## src/hw/rtl/lamp_brightness_controller_macros.svh

```systemverilog
// ----------------------------------------------------------------------------
// Lamp brightness controller assertion macros
// Shorthand for clocked concurrent assertions with an asynchronous reset.
// ----------------------------------------------------------------------------
`ifndef LAMP_BRIGHTNESS_CONTROLLER_MACROS_SVH
`define LAMP_BRIGHTNESS_CONTROLLER_MACROS_SVH

`ifndef SYNTH

// The consequent must hold in the same cycle as the antecedent.
`define LBC_ASSERT_SAME(lbl, clk, rstn, ante, cons) \
  lbl: assert property (@(posedge clk) disable iff (!rstn) (ante) |-> (cons)) \
    else $error("lamp controller assertion failed");

// The consequent must hold in the cycle after the antecedent.
`define LBC_ASSERT_NEXT(lbl, clk, rstn, ante, cons) \
  lbl: assert property (@(posedge clk) disable iff (!rstn) (ante) |=> (cons)) \
    else $error("lamp controller assertion failed");

`else

`define LBC_ASSERT_SAME(lbl, clk, rstn, ante, cons)
`define LBC_ASSERT_NEXT(lbl, clk, rstn, ante, cons)

`endif

`endif

```

## src/hw/rtl/lbc_pkg.sv

```systemverilog
// ----------------------------------------------------------------------------
// Lamp brightness controller package
// Shared types, register codes and constants of the lamp controller.
// ----------------------------------------------------------------------------
package lbc_pkg;

  localparam int unsigned LEVEL_W    = 4;
  localparam int unsigned IDLE_W     = 17;
  localparam int unsigned CFG_IDX_W  = 2;
  localparam int unsigned CFG_DATA_W = 16;
  // Band bounds reach base + 8 * step + gap, which needs eleven bits.
  localparam int unsigned BOUND_W    = 11;
  localparam int unsigned NUM_BANDS  = 8;

  localparam logic [LEVEL_W-1:0] MAX_LEVEL = 4'd9;

  localparam logic [15:0] RST_IDLE_TIMEOUT = 16'd60000;
  localparam logic [7:0]  RST_BAND_BASE    = 8'd59;
  localparam logic [6:0]  RST_BAND_STEP    = 7'd22;
  localparam logic [5:0]  RST_BAND_GAP     = 6'd7;

  typedef enum logic [2:0] {
    KIND_TICK   = 3'd0,
    KIND_LIGHT  = 3'd1,
    KIND_MODE   = 3'd2,
    KIND_DIM    = 3'd3,
    KIND_BRIGHT = 3'd4
  } kind_e;

  typedef enum logic [CFG_IDX_W-1:0] {
    REG_IDLE_TIMEOUT = 2'd0,
    REG_BAND_BASE    = 2'd1,
    REG_BAND_STEP    = 2'd2,
    REG_BAND_GAP     = 2'd3
  } cfg_idx_e;

  typedef struct packed {
    logic [15:0] idle_timeout;
    logic [7:0]  band_base;
    logic [6:0]  band_step;
    logic [5:0]  band_gap;
  } cfg_t;

  typedef struct packed {
    logic               hit;
    logic [LEVEL_W-1:0] level;
  } band_res_t;

endpackage

```

## src/hw/rtl/lbc_item_if.sv

```systemverilog
// ----------------------------------------------------------------------------
// Lamp controller input channel
// Valid/ready channel carrying one event beat: kind, light sample and sensors.
// ----------------------------------------------------------------------------
interface lbc_item_if;
  logic       valid;
  logic       ready;
  logic [2:0] kind;
  logic [7:0] light_sample;
  logic       presence;
  logic       too_near;

  modport source (output valid, kind, light_sample, presence, too_near, input ready);
  modport sink   (input valid, kind, light_sample, presence, too_near, output ready);
endinterface

```

## src/hw/rtl/lbc_result_if.sv

```systemverilog
// ----------------------------------------------------------------------------
// Lamp controller result channel
// Valid/ready channel carrying one status beat: lamp drive, level, mode, buzzer.
// ----------------------------------------------------------------------------
interface lbc_result_if;
  logic       valid;
  logic       ready;
  logic       lamp_on;
  logic [3:0] brightness;
  logic       auto_mode;
  logic       buzzer_on;

  modport source (output valid, lamp_on, brightness, auto_mode, buzzer_on, input ready);
  modport sink   (input valid, lamp_on, brightness, auto_mode, buzzer_on, output ready);
endinterface

```

## src/hw/rtl/lbc_band_sel.sv

```systemverilog
// ----------------------------------------------------------------------------
// Lamp controller band selector
// Maps one light sample to a brightness level through the hysteresis bands.
// ----------------------------------------------------------------------------
module lbc_band_sel (
  input  lbc_pkg::cfg_t      cfg_i,
  input  logic [7:0]         sample_i,
  output lbc_pkg::band_res_t res_o
);

  logic [lbc_pkg::BOUND_W-1:0] s_ext;
  logic [lbc_pkg::BOUND_W-1:0] base_ext;
  logic [lbc_pkg::BOUND_W-1:0] step_ext;
  logic [lbc_pkg::BOUND_W-1:0] gap_ext;
  logic [lbc_pkg::BOUND_W-1:0] lo_b [lbc_pkg::NUM_BANDS+1];
  logic [lbc_pkg::BOUND_W-1:0] hi_b [lbc_pkg::NUM_BANDS+1];

  assign s_ext    = lbc_pkg::BOUND_W'(sample_i);
  assign base_ext = lbc_pkg::BOUND_W'(cfg_i.band_base);
  assign step_ext = lbc_pkg::BOUND_W'(cfg_i.band_step);
  assign gap_ext  = lbc_pkg::BOUND_W'(cfg_i.band_gap);

  // Entry j holds the lower and upper bound of band j; the upper bound of
  // the last entry plus the gap is where the dark band starts.
  always_comb begin
    for (int j = 0; j <= lbc_pkg::NUM_BANDS; j++) begin
      if (j == 0) begin
        lo_b[j] = base_ext;
        hi_b[j] = base_ext;
      end else begin
        lo_b[j] = base_ext + step_ext * lbc_pkg::BOUND_W'(j - 1) + gap_ext;
        hi_b[j] = base_ext + step_ext * lbc_pkg::BOUND_W'(j);
      end
    end
  end

  // Lowest matching band wins, and a sample below the base beats them all.
  always_comb begin
    res_o.hit   = 1'b0;
    res_o.level = '0;
    if (s_ext >= hi_b[lbc_pkg::NUM_BANDS] + gap_ext) begin
      res_o.hit   = 1'b1;
      res_o.level = '0;
    end
    for (int j = lbc_pkg::NUM_BANDS; j >= 1; j--) begin
      if (s_ext >= lo_b[j] && s_ext < hi_b[j]) begin
        res_o.hit   = 1'b1;
        res_o.level = lbc_pkg::MAX_LEVEL - lbc_pkg::LEVEL_W'(j);
      end
    end
    if (s_ext < base_ext) begin
      res_o.hit   = 1'b1;
      res_o.level = lbc_pkg::MAX_LEVEL;
    end
  end

endmodule

```

## src/hw/rtl/lamp_brightness_controller.sv

```systemverilog
// ----------------------------------------------------------------------------
// Lamp brightness controller
// Ten-level PWM lamp with automatic light following, manual keys and an idle
// timeout.
// ----------------------------------------------------------------------------
// Usage:
// Events arrive as beats on the item channel: a 1 ms tick, a light sample,
// a mode press, or a dim or brighten press, each with the presence and
// proximity sensor states. Every event beat yields exactly one status beat
// on the result channel with the lamp drive, level, mode and buzzer state.
// An event is registered on acceptance and processed once the result
// register is empty or being read; the new status is then written to the
// result register and offered. One event is taken per cycle unless stalled;
// the single processing stage with its state update sets that rate.
// If the receiver stalls, the finished result waits in its register while
// one further event waits in the input register; item ready then drops.
// Reset puts the lamp off at level 0 in automatic mode, clears the PWM phase
// and idle counter, and loads the default band and timeout registers. Users
// write registers via the configuration port only while idle (unenforced).
// ----------------------------------------------------------------------------
`include "lamp_brightness_controller_macros.svh"

module lamp_brightness_controller #(
  parameter int unsigned PWM_STEPS = 10
) (
  input  logic                             clk_i,
  input  logic                             rst_ni,
  lbc_item_if.sink                         item,
  lbc_result_if.source                     result,
  input  logic                             cfg_we_i,
  input  logic [lbc_pkg::CFG_IDX_W-1:0]    cfg_idx_i,
  input  logic [lbc_pkg::CFG_DATA_W-1:0]   cfg_data_i
);

  localparam int unsigned PhaseW = $clog2(PWM_STEPS);
  localparam logic [PhaseW:0] PhaseWrap = (PhaseW + 1)'(PWM_STEPS);

  lbc_pkg::cfg_t cfg_q;

  // Input register
  logic       in_valid_q;
  logic [2:0] in_kind_q;
  logic [7:0] in_sample_q;
  logic       in_presence_q;
  logic       in_too_near_q;

  // Controller state; it doubles as the result payload.
  logic                          mode_auto_q, mode_auto_d;
  logic [lbc_pkg::LEVEL_W-1:0]   level_q, level_d;
  logic [PhaseW-1:0]             phase_q, phase_d;
  logic [lbc_pkg::IDLE_W-1:0]    idle_q, idle_d;
  logic                          drive_q, drive_d;
  logic                          out_valid_q;
  logic                          buzzer_q;

  logic                          fire;
  logic [PhaseW:0]               phase_next;
  logic [8:0]                    gap_sum;
  logic [7:0]                    sample_gap;
  logic [lbc_pkg::IDLE_W-1:0]    timeout_ext;
  lbc_pkg::band_res_t            band_lo;
  lbc_pkg::band_res_t            band_hi;

  assign fire       = in_valid_q && (!out_valid_q || result.ready);
  assign item.ready = !in_valid_q || fire;

  assign result.valid      = out_valid_q;
  assign result.lamp_on    = drive_q;
  assign result.brightness = level_q;
  assign result.auto_mode  = mode_auto_q;
  assign result.buzzer_on  = buzzer_q;

  // Configuration registers
  always_ff @(posedge clk_i or negedge rst_ni) begin
    if (!rst_ni) begin
      cfg_q.idle_timeout <= lbc_pkg::RST_IDLE_TIMEOUT;
      cfg_q.band_base    <= lbc_pkg::RST_BAND_BASE;
      cfg_q.band_step    <= lbc_pkg::RST_BAND_STEP;
      cfg_q.band_gap     <= lbc_pkg::RST_BAND_GAP;
    end else if (cfg_we_i) begin
      case (lbc_pkg::cfg_idx_e'(cfg_idx_i))
        lbc_pkg::REG_IDLE_TIMEOUT: cfg_q.idle_timeout <= cfg_data_i;
        lbc_pkg::REG_BAND_BASE:    cfg_q.band_base    <= cfg_data_i[7:0];
        lbc_pkg::REG_BAND_STEP:    cfg_q.band_step    <= cfg_data_i[6:0];
        lbc_pkg::REG_BAND_GAP:     cfg_q.band_gap     <= cfg_data_i[5:0];
        default: ;
      endcase
    end
  end

  // The second band check uses the sample plus the gap, saturated at 255.
  assign gap_sum     = 9'(in_sample_q) + 9'(cfg_q.band_gap);
  assign sample_gap  = gap_sum[8] ? 8'hFF : gap_sum[7:0];
  assign timeout_ext = lbc_pkg::IDLE_W'(cfg_q.idle_timeout);

  lbc_band_sel u_band_lo (
    .cfg_i    (cfg_q),
    .sample_i (in_sample_q),
    .res_o    (band_lo)
  );

  lbc_band_sel u_band_hi (
    .cfg_i    (cfg_q),
    .sample_i (sample_gap),
    .res_o    (band_hi)
  );

  assign phase_next = (PhaseW + 1)'(phase_q) + (PhaseW + 1)'(1);

  always_comb begin
    mode_auto_d = mode_auto_q;
    level_d     = level_q;
    phase_d     = phase_q;
    idle_d      = idle_q;
    drive_d     = drive_q;
    case (lbc_pkg::kind_e'(in_kind_q))
      lbc_pkg::KIND_TICK: begin
        if (mode_auto_q && idle_q != '1) begin
          idle_d = idle_q + lbc_pkg::IDLE_W'(1);
        end
        if (phase_next >= PhaseWrap) begin
          phase_d = '0;
          if (level_q != '0) begin
            drive_d = 1'b1;
          end
        end else begin
          phase_d = phase_next[PhaseW-1:0];
        end
        if (lbc_pkg::LEVEL_W'(phase_d) == level_q && level_q != lbc_pkg::MAX_LEVEL) begin
          drive_d = 1'b0;
        end
      end
      lbc_pkg::KIND_LIGHT: begin
        // The gap-shifted check overrides the plain one when it matches.
        if (mode_auto_q && idle_q < timeout_ext) begin
          if (band_hi.hit) begin
            level_d = band_hi.level;
          end else if (band_lo.hit) begin
            level_d = band_lo.level;
          end
        end
      end
      lbc_pkg::KIND_MODE: begin
        mode_auto_d = !mode_auto_q;
      end
      lbc_pkg::KIND_DIM: begin
        if (!mode_auto_q && level_q != '0) begin
          level_d = level_q - lbc_pkg::LEVEL_W'(1);
        end
      end
      lbc_pkg::KIND_BRIGHT: begin
        if (!mode_auto_q && level_q < lbc_pkg::MAX_LEVEL) begin
          level_d = level_q + lbc_pkg::LEVEL_W'(1);
        end
      end
      default: ;
    endcase
    if (in_presence_q) begin
      idle_d = '0;
    end
    if (idle_d > timeout_ext) begin
      idle_d  = timeout_ext;
      level_d = '0;
    end
  end

  always_ff @(posedge clk_i or negedge rst_ni) begin
    if (!rst_ni) begin
      in_valid_q <= 1'b0;
    end else if (item.ready) begin
      in_valid_q <= item.valid;
    end
  end

  always_ff @(posedge clk_i) begin
    if (item.valid && item.ready) begin
      in_kind_q     <= item.kind;
      in_sample_q   <= item.light_sample;
      in_presence_q <= item.presence;
      in_too_near_q <= item.too_near;
    end
  end

  always_ff @(posedge clk_i or negedge rst_ni) begin
    if (!rst_ni) begin
      mode_auto_q <= 1'b1;
      level_q     <= '0;
      phase_q     <= '0;
      idle_q      <= '0;
      drive_q     <= 1'b0;
      out_valid_q <= 1'b0;
    end else begin
      if (fire) begin
        mode_auto_q <= mode_auto_d;
        level_q     <= level_d;
        phase_q     <= phase_d;
        idle_q      <= idle_d;
        drive_q     <= drive_d;
        out_valid_q <= 1'b1;
      end else if (result.ready) begin
        out_valid_q <= 1'b0;
      end
    end
  end

  always_ff @(posedge clk_i) begin
    if (fire) begin
      buzzer_q <= in_too_near_q;
    end
  end

  `LBC_ASSERT_SAME(a_level_range, clk_i, rst_ni, 1'b1, level_q <= lbc_pkg::MAX_LEVEL)
  `LBC_ASSERT_SAME(a_phase_range, clk_i, rst_ni, 1'b1, (PhaseW + 1)'(phase_q) < PhaseWrap)
  `LBC_ASSERT_NEXT(a_idle_bound, clk_i, rst_ni, fire,
                   idle_q <= lbc_pkg::IDLE_W'($past(cfg_q.idle_timeout)))
  `LBC_ASSERT_NEXT(a_item_held, clk_i, rst_ni, in_valid_q && !fire, in_valid_q)
  `LBC_ASSERT_NEXT(a_manual_step, clk_i, rst_ni, fire && !mode_auto_q,
                   level_q == $past(level_q) || level_q == $past(level_q) + 4'd1 ||
                   level_q == $past(level_q) - 4'd1 || level_q == 4'd0)

endmodule
```

## src/flat_wrapper.sv

```systemverilog
// flat-port wrapper written by rule: the top's interface ports become plain ports
module lamp_brightness_controller_flat 
#(
  parameter int unsigned PWM_STEPS = 10
)
  (clk_i, rst_ni, cfg_we_i, cfg_idx_i, cfg_data_i, item_valid, item_kind, item_light_sample, item_presence, item_too_near, item_ready, result_valid, result_lamp_on, result_brightness, result_auto_mode, result_buzzer_on, result_ready);
  lbc_item_if item_i ();
  lbc_result_if result_i ();
  input  logic clk_i;
  input  logic rst_ni;
  input  logic cfg_we_i;
  input  logic [lbc_pkg::CFG_IDX_W-1:0] cfg_idx_i;
  input  logic [lbc_pkg::CFG_DATA_W-1:0] cfg_data_i;
  input wire logic [$bits(item_i.valid)-1:0] item_valid;
  input wire logic [$bits(item_i.kind)-1:0] item_kind;
  input wire logic [$bits(item_i.light_sample)-1:0] item_light_sample;
  input wire logic [$bits(item_i.presence)-1:0] item_presence;
  input wire logic [$bits(item_i.too_near)-1:0] item_too_near;
  output wire logic [$bits(item_i.ready)-1:0] item_ready;
  output wire logic [$bits(result_i.valid)-1:0] result_valid;
  output wire logic [$bits(result_i.lamp_on)-1:0] result_lamp_on;
  output wire logic [$bits(result_i.brightness)-1:0] result_brightness;
  output wire logic [$bits(result_i.auto_mode)-1:0] result_auto_mode;
  output wire logic [$bits(result_i.buzzer_on)-1:0] result_buzzer_on;
  input wire logic [$bits(result_i.ready)-1:0] result_ready;
  assign item_i.valid = item_valid;
  assign item_i.kind = item_kind;
  assign item_i.light_sample = item_light_sample;
  assign item_i.presence = item_presence;
  assign item_i.too_near = item_too_near;
  assign item_ready = item_i.ready;
  assign result_valid = result_i.valid;
  assign result_lamp_on = result_i.lamp_on;
  assign result_brightness = result_i.brightness;
  assign result_auto_mode = result_i.auto_mode;
  assign result_buzzer_on = result_i.buzzer_on;
  assign result_i.ready = result_ready;
  lamp_brightness_controller #(.PWM_STEPS(PWM_STEPS)) u_core (.clk_i(clk_i), .rst_ni(rst_ni), .item(item_i), .result(result_i), .cfg_we_i(cfg_we_i), .cfg_idx_i(cfg_idx_i), .cfg_data_i(cfg_data_i));
endmodule
```

## config.mk

```make
export PLATFORM = sky130hd
export DESIGN_NAME = lamp_brightness_controller_flat
export DESIGN_NICKNAME = d
export VERILOG_FILES = /design/src/hw/rtl/lbc_pkg.sv /design/src/hw/rtl/lbc_item_if.sv /design/src/hw/rtl/lbc_result_if.sv /design/src/hw/rtl/lbc_band_sel.sv /design/src/hw/rtl/lamp_brightness_controller.sv /design/src/flat_wrapper.sv
export VERILOG_INCLUDE_DIRS = /design/src /design/src/hw/rtl
export SDC_FILE = /design/constraint.sdc
export NUM_CORES = 1
export LEC_CHECK = 0
export ABC_AREA = 0
export BUFFER_PORTS_ARGS = -buffer_cell sky130_fd_sc_hd__buf_2
export CAP_MARGIN = 30
export CORE_UTILIZATION = 66
export DETAILED_ROUTE_END_ITERATION = 12
export GPL_TIMING_DRIVEN = 0
export PLACE_DENSITY = 0.84
export SLEW_MARGIN = 20
export SYNTH_ARGS = -nofsm -noshare
export SYNTH_HDL_FRONTEND = slang
export SYNTH_SLANG_ARGS = --single-unit
```

## constraint.sdc

```tcl
create_clock -name clk_i -period 8.2 [get_ports clk_i]
set_input_delay 1.23 -clock clk_i [delete_from_list [all_inputs] [get_ports clk_i]]
set_output_delay 1.23 -clock clk_i [all_outputs]
set_load 0.03 [all_outputs]
```

**After elaboration in Yosys (flattened, before gate mapping)**

Index checks and enable logic that the tools add are counted.

- Flip-flop bits (word level): 80
- Input bits: 36
- Output and inout port bits: 9

- Add/sub/neg operators: 22
- Multiply operators: 4
- Magnitude comparators: 40
- Equal/unequal tests: 14
- Muxes and demuxes: 39
- Reduce and logical (&&, ||, !) cells: 43

Operators with widths:

| operator | number |
|---|---|
| $ge A8 B11 Y1 | 15 |
| $lt A8 B11 Y1 | 12 |
| $mux W5 | 20 |
| $mux W17 | 4 |
| $add A11 B6 Y11 | 4 |
| $add A8 B10 Y11 | 4 |
| $mux W4 | 8 |
| $logic_and A1 B1 Y1 | 23 |
| $add A10 B6 Y11 | 2 |
| $add A8 B9 Y10 | 2 |
| $add A9 B6 Y10 | 2 |
| $ge A8 B10 Y1 | 2 |
| $lt A8 B10 Y1 | 2 |
| $mul A7 B3 Y10 const B | 2 |
| $add A8 B6 Y9 | 2 |
| $lt A8 B9 Y1 | 2 |
| $mul A7 B2 Y9 const B | 2 |
| $add A17 B1 Y17 const B | 1 |
| $gt A17 B16 Y1 | 1 |
| $lt A17 B16 Y1 | 1 |
| $ne A17 B17 Y1 const B | 1 |
| $lt A8 B8 Y1 | 2 |
| $pmux W4 S3 | 1 |
| $reduce_and A2 Y1 | 6 |
| other kinds (27) | 41 |

**Logic depth before layout (Yosys ltp)**

- Word-level depth: 19
- Depth in mapped cells: 26
- Mapped depth without buffers: 26

**Hierarchy**

Synthesis repeated with hierarchy kept, for this count alone.

- Cells, all modules: 2543
- Area total of the unflattened synthesis: 21297.9 um2

Modules (own cells, without submodules):

| module | instances | cells an instance | area each (um2) |
|---|---|---|---|
| lbc_band_sel at u_core.u_band_hi | 1 | 1015 | 8166.6 |
| lbc_band_sel at u_core.u_band_lo | 1 | 1018 | 8080.2 |
| lamp_brightness_controller | 1 | 510 | 5051.1 |

**Worst setup path after synthesis**

OpenSTA, ideal clock, no wires.

- Path type: register to register
- Start: register u_core.cfg_q[7] (netlist name)
- End: register u_core.level_q (netlist bit u_core.result.brightness[2])
- Setup time: 0.125 ns
- Arrival: 6.041 ns
- Required time: 8.075 ns
- Setup slack: 2.034 ns
- Cell stages (with the launch flop): 25
- Path buffers: 0
- Clock period less this slack: 6.166 ns
- Cells stage by stage: dfstp_2 > inv_1 > fa_1 > fa_1 > inv_1 > ha_1 > nor2b_1 > o31a_1 > nor2_1 > ha_1 > o21a_1 > a21oi_1 > nor2_1 > xnor2_1 > ha_1 > nand4_1 > nor2_1 > a211o_1 > a21oi_1 > nor2_1 > o211a_1 > or4b_1 > o41ai_4 > and2_4 > mux2_4

- Longest elaborated chain between the ends: 19
- Elaborated cells on any way between the ends: 95
- Those cells by class: add/sub (16); mul (4); order compare (32); eq/ne (1); mux (25); reduce/logical (17)

Ends and longest elaborated chain:

| item | RTL line | source |
|---|---|---|
| from (decl) | lamp_brightness_controller.sv:38 | `lbc_pkg::cfg_t cfg_q;` |
| $mul A7 B3 Y10 | lbc_band_sel.sv:31, lbc_band_sel.sv:32 |  |
| $add A8 B10 Y11 | lbc_band_sel.sv:31, lbc_band_sel.sv:32 |  |
| $add A11 B6 Y11 | lbc_band_sel.sv:31 | `lo_b[j] = base_ext + step_ext * lbc_pkg::BOUND_W'(j - 1) + gap_ext;` |
| $ge A8 B11 Y1 | lbc_band_sel.sv:46 | `if (s_ext >= lo_b[j] && s_ext < hi_b[j]) begin` |
| $logic_and A1 B1 Y1 | lbc_band_sel.sv:46 |  |
| $mux W5 (8 in a row) | lbc_band_sel.sv:46 |  |
| $mux W5 | lbc_band_sel.sv:51 | `if (s_ext < base_ext) begin` |
| $mux W4 | lamp_brightness_controller.sv:138 | `end else if (band_lo.hit) begin` |
| $mux W4 | lamp_brightness_controller.sv:136 | `if (band_hi.hit) begin` |
| $mux W4 | lamp_brightness_controller.sv:135 | `if (mode_auto_q && idle_q < timeout_ext) begin` |
| $pmux W4 S3 | lamp_brightness_controller.sv:116 | `case (lbc_pkg::kind_e'(in_kind_q))` |
| $mux W4 | lamp_brightness_controller.sv:161 | `if (idle_d > timeout_ext) begin` |
| to (signal assigned) | lamp_brightness_controller.sv:195 | `level_q <= level_d;` |
| to (decl) | lamp_brightness_controller.sv:49 | `logic [lbc_pkg::LEVEL_W-1:0] level_q, level_d;` |

Parallel ways exist; a longest one is shown, timed or not. The select of a mux whose other input is x is not followed.
A chain may end at the register's enable or synchronous reset.

**Worst setup path after layout**

- Start: register u_core.cfg_q[9] (netlist name)
- End: register u_core.level_q (netlist bit u_core.result.brightness[2])

Same word-level chain as after synthesis.

==> key figures <==
Routing
  – DRT Pass-1 Iters: 6
  – Final ANT Viol Nets: 0
  – Vias: 15,499
  – Vias per Instance: 6.72
  – # DRC: 0
  – DR WL/cell: 21.0 um
  – DR WL met3: 5.48 mm
  – Metal2 WL: 21.0 mm
  – Uppermost routed layer: met4
  – Iteration-0 DRC Markers: 1,394
  – M1 WL: 19.6 mm
  – Post-Route WL: 48.5 mm

Placement
  – Placed cell area: 0.0169 mm2
  – Post-DP HPWL: 37.7 mm
  – Setup slack at placement: 0.419 ns
  – Port Buf Inserts: 44
  – Gpl congestion: 0.994

Run
  – Maximum capacitance violations: 0

CTS
  – Num CTS Buffers: 9
  – Root Buffer: clkbuf_16
  – Hold-fix buffers, CTS: 0
  – CTS tree: done
  – # Post-CTS Setup Buffers: 0
  – Worst-path clk slew: 0.07 ns
  – Maximum buffer depth of the clock tree: 2
  – Sinks on Clock Net: 80
  – CTS H-Tree Depth: 3
  – Post-CTS sizing: 0
  – Clk_lat worst skew: 0.35 ns

Synth
  – Async SR Flop Fraction: 82.5%
  – Ys flop type: dfrtp_1
  – Synth Cell Area: 0.0160 mm2
  – Synth Warn #: 0
  – Post-synth EDFFs: 14
  – Syn_area_per_cell: 8.34 um2
  – Seq/Total Area, Yosys: 13.1%
  – Count of cell types in the netlist: 82
  – Syn Nets: 2,373
  – FF+latch count, synth: 80
  – Syn Inst Count: 1,916

Finish
  – Share of layout cells above drive strength 1: 7.85%
  – Most common cell after layout, fill and taps aside: ha_1
  – NumNets Final: 2,440
  – Area delta synth->final: 7.38%
  – Commonest cells after routing, fill and taps aside: 385 x ha_1, 171 x o21ai_0, 161 x a21oi_1
  – N_diodes: 0
  – Final Cell Area: 0.0172 mm2

Timing
  – Fin crit period: 7.83 ns
  – Max Transition Viols Final: 0
  – Max Freq: 0.128 GHz
  – Final clock skew: 0.0122 ns
  – RSZ-0062 raised after global routing: no
  – Final setup margin: 0.366 ns
  – Worst-Margin Slew: 0.984 ns
  – Relative slew slack: 34.4%
  – Final setup TNS: 0 ns
  – Final hold violation count: 0
  – Post-route clock period utilization: 95.5%
  – Final setup viols: 0

Global route
  – Initial antenna violation count: 0
  – Global-route wire length before repair: 77.6 mm
  – Vias in the first global route: 15,037
  – Pin count of the biggest net entering global routing: 60
  – Global route overflow: 0
  – Overall routing resource usage: 40.2%

Floorplan
  – Die width: 158 um
  – DIE AREA: 0.0249 mm2
  – Initial core utilization: 67.7%
  – Ports: 45
  – Core Area: 0.0236 mm2
  – Num rows: 56
  – Die H: 158 um

Worst setup path
  – Critical Path End Type: flip-flop
  – WP data arrival: 8.07 ns
  – Startpoint types: flip-flop
  – Worst EP required: 8.44 ns
  – WS Path Type: reg -> reg
  – Crit path max fanout: 12

Min path
  – Hold WC Path Type: reg -> reg

Outcome
  – Status: finished clean
==> registers in the layout, indices dropped and copies added, names as in the netlist, 3 cells and up <==
register                  count
u_core.phase_q                4
u_core.in_sample_q            8
u_core.cfg_q                 37
u_core.result.brightness      4
u_core.idle_q                17
u_core.in_kind_q              3
==> logic make-up after synthesis <==
| kind of cell | count (synthesis) | synth area share [%] |
|---|---|---|
| flip-flops | 80 | 13.1 |
| XOR/XNOR | 94 | 5.15 |
| AO/OA/AOI/OAI | 640 | 25.8 |
| buffers and inverters | 163 | 3.84 |
| adder cells (fa/ha/maj) | 421 | 34.6 |
| multiplexers | 32 | 2.22 |
| AND/OR/NAND/NOR | 486 | 15.2 |
==> final timing paths <==
| check | from | end | slack (ns) | cells past startpoint |
|---|---|---|---|---|
| setup / recovery | u_core.cfg_q[9]$_DFFE_PN0P_ | u_core.result.brightness[2]$_DFFE_PN0P_ | 0.37 | 26 |
| hold / removal | u_core.in_too_near_q$_DFFE_PP_ | u_core.result.buzzer_on$_DFFE_PP_ | 0.43 | 0 |
| setup reg to reg | u_core.cfg_q[9]$_DFFE_PN0P_ | u_core.result.brightness[2]$_DFFE_PN0P_ | 0.37 | 26 |
| hold reg to reg | u_core.in_too_near_q$_DFFE_PP_ | u_core.result.buzzer_on$_DFFE_PP_ | 0.43 | 0 |
| max in group asynchronous | rst_ni | u_core.cfg_q[2]$_DFFE_PN1P_ | 6.94 | 2 |
| min in group asynchronous | rst_ni | u_core.phase_q[0]$_DFFE_PN0P_ | 0.70 | 1 |
==> critical path: stages (launching register included) <==
cell and delay, ns:
dfrtp_1 0.97, inv_1 0.28, fa_1 0.58, fa_1 0.57, inv_1 0.05, ha_1 0.27
clkbuf_1 0.28, o21a_1 0.19, o31a_1 0.21, nor2_1 0.11, ha_1 0.34, o21a_1 0.13
a21oi_1 0.30, nor2_1 0.09, xnor2_1 0.33, ha_1 0.36, nand2_1 0.08, a21boi_0 0.09
o31ai_1 0.25, a21oi_1 0.16, a41oi_1 0.24, nand3_1 0.14, a32oi_1 0.49, nand4b_4 0.21
o41ai_4 0.47, and2_4 0.24, mux2_4 0.29
==> Yosys cell counts (23+ instances only) <==
library cell  count  area [um2]
o21ai_0         174         871
a211oi_1         36         270
mux2_2           24         270
a21o_1           57         428
ha_1            385        4820
xor2_1           48         420
fa_1             36         721
nand3_1          33         165
inv_1           139         522
o21a_1           46         345
dfrtp_1          47        1180
o211ai_1         23         173
nor3_1           26         130
nor2_1          128         480
a21oi_1         161         806
xnor2_1          46         403
nand2_1         125         469
nor2b_1          39         244
==> routing by layer <==
layer,up-vias,track usage [%]
li1,7313,-
met1,7231,51.6
met2,763,62.7
met3,192,9.66
met4,0,20.1
met5,-,0
==> final cells by class <==
class,instances,area (um2)
inverters,140,526
multi-input cells,1673,13300
repair buffers,56,449
clock inverters,7,60.1
fillers,1831,6440
well taps,319,399
clock buffers,9,225
flip-flops and latches,80,2100
plain buffers,23,88.8
==> stage by stage <==
step	utilization (%)	cells	hold slack, ns
2_1_floorplan	-	1916	0.400
3_3_place_gp	70.3	2279	0.406
3_5_place_dp	71.4	2290	0.413
4_1_cts	72.6	2306	0.429
5_1_grt	72.7	2307	0.450
6_report	72.7	2307	0.427
Power is not shown: default switching activity piles up to over one toggle a cycle in this logic, so the estimate is an artifact.
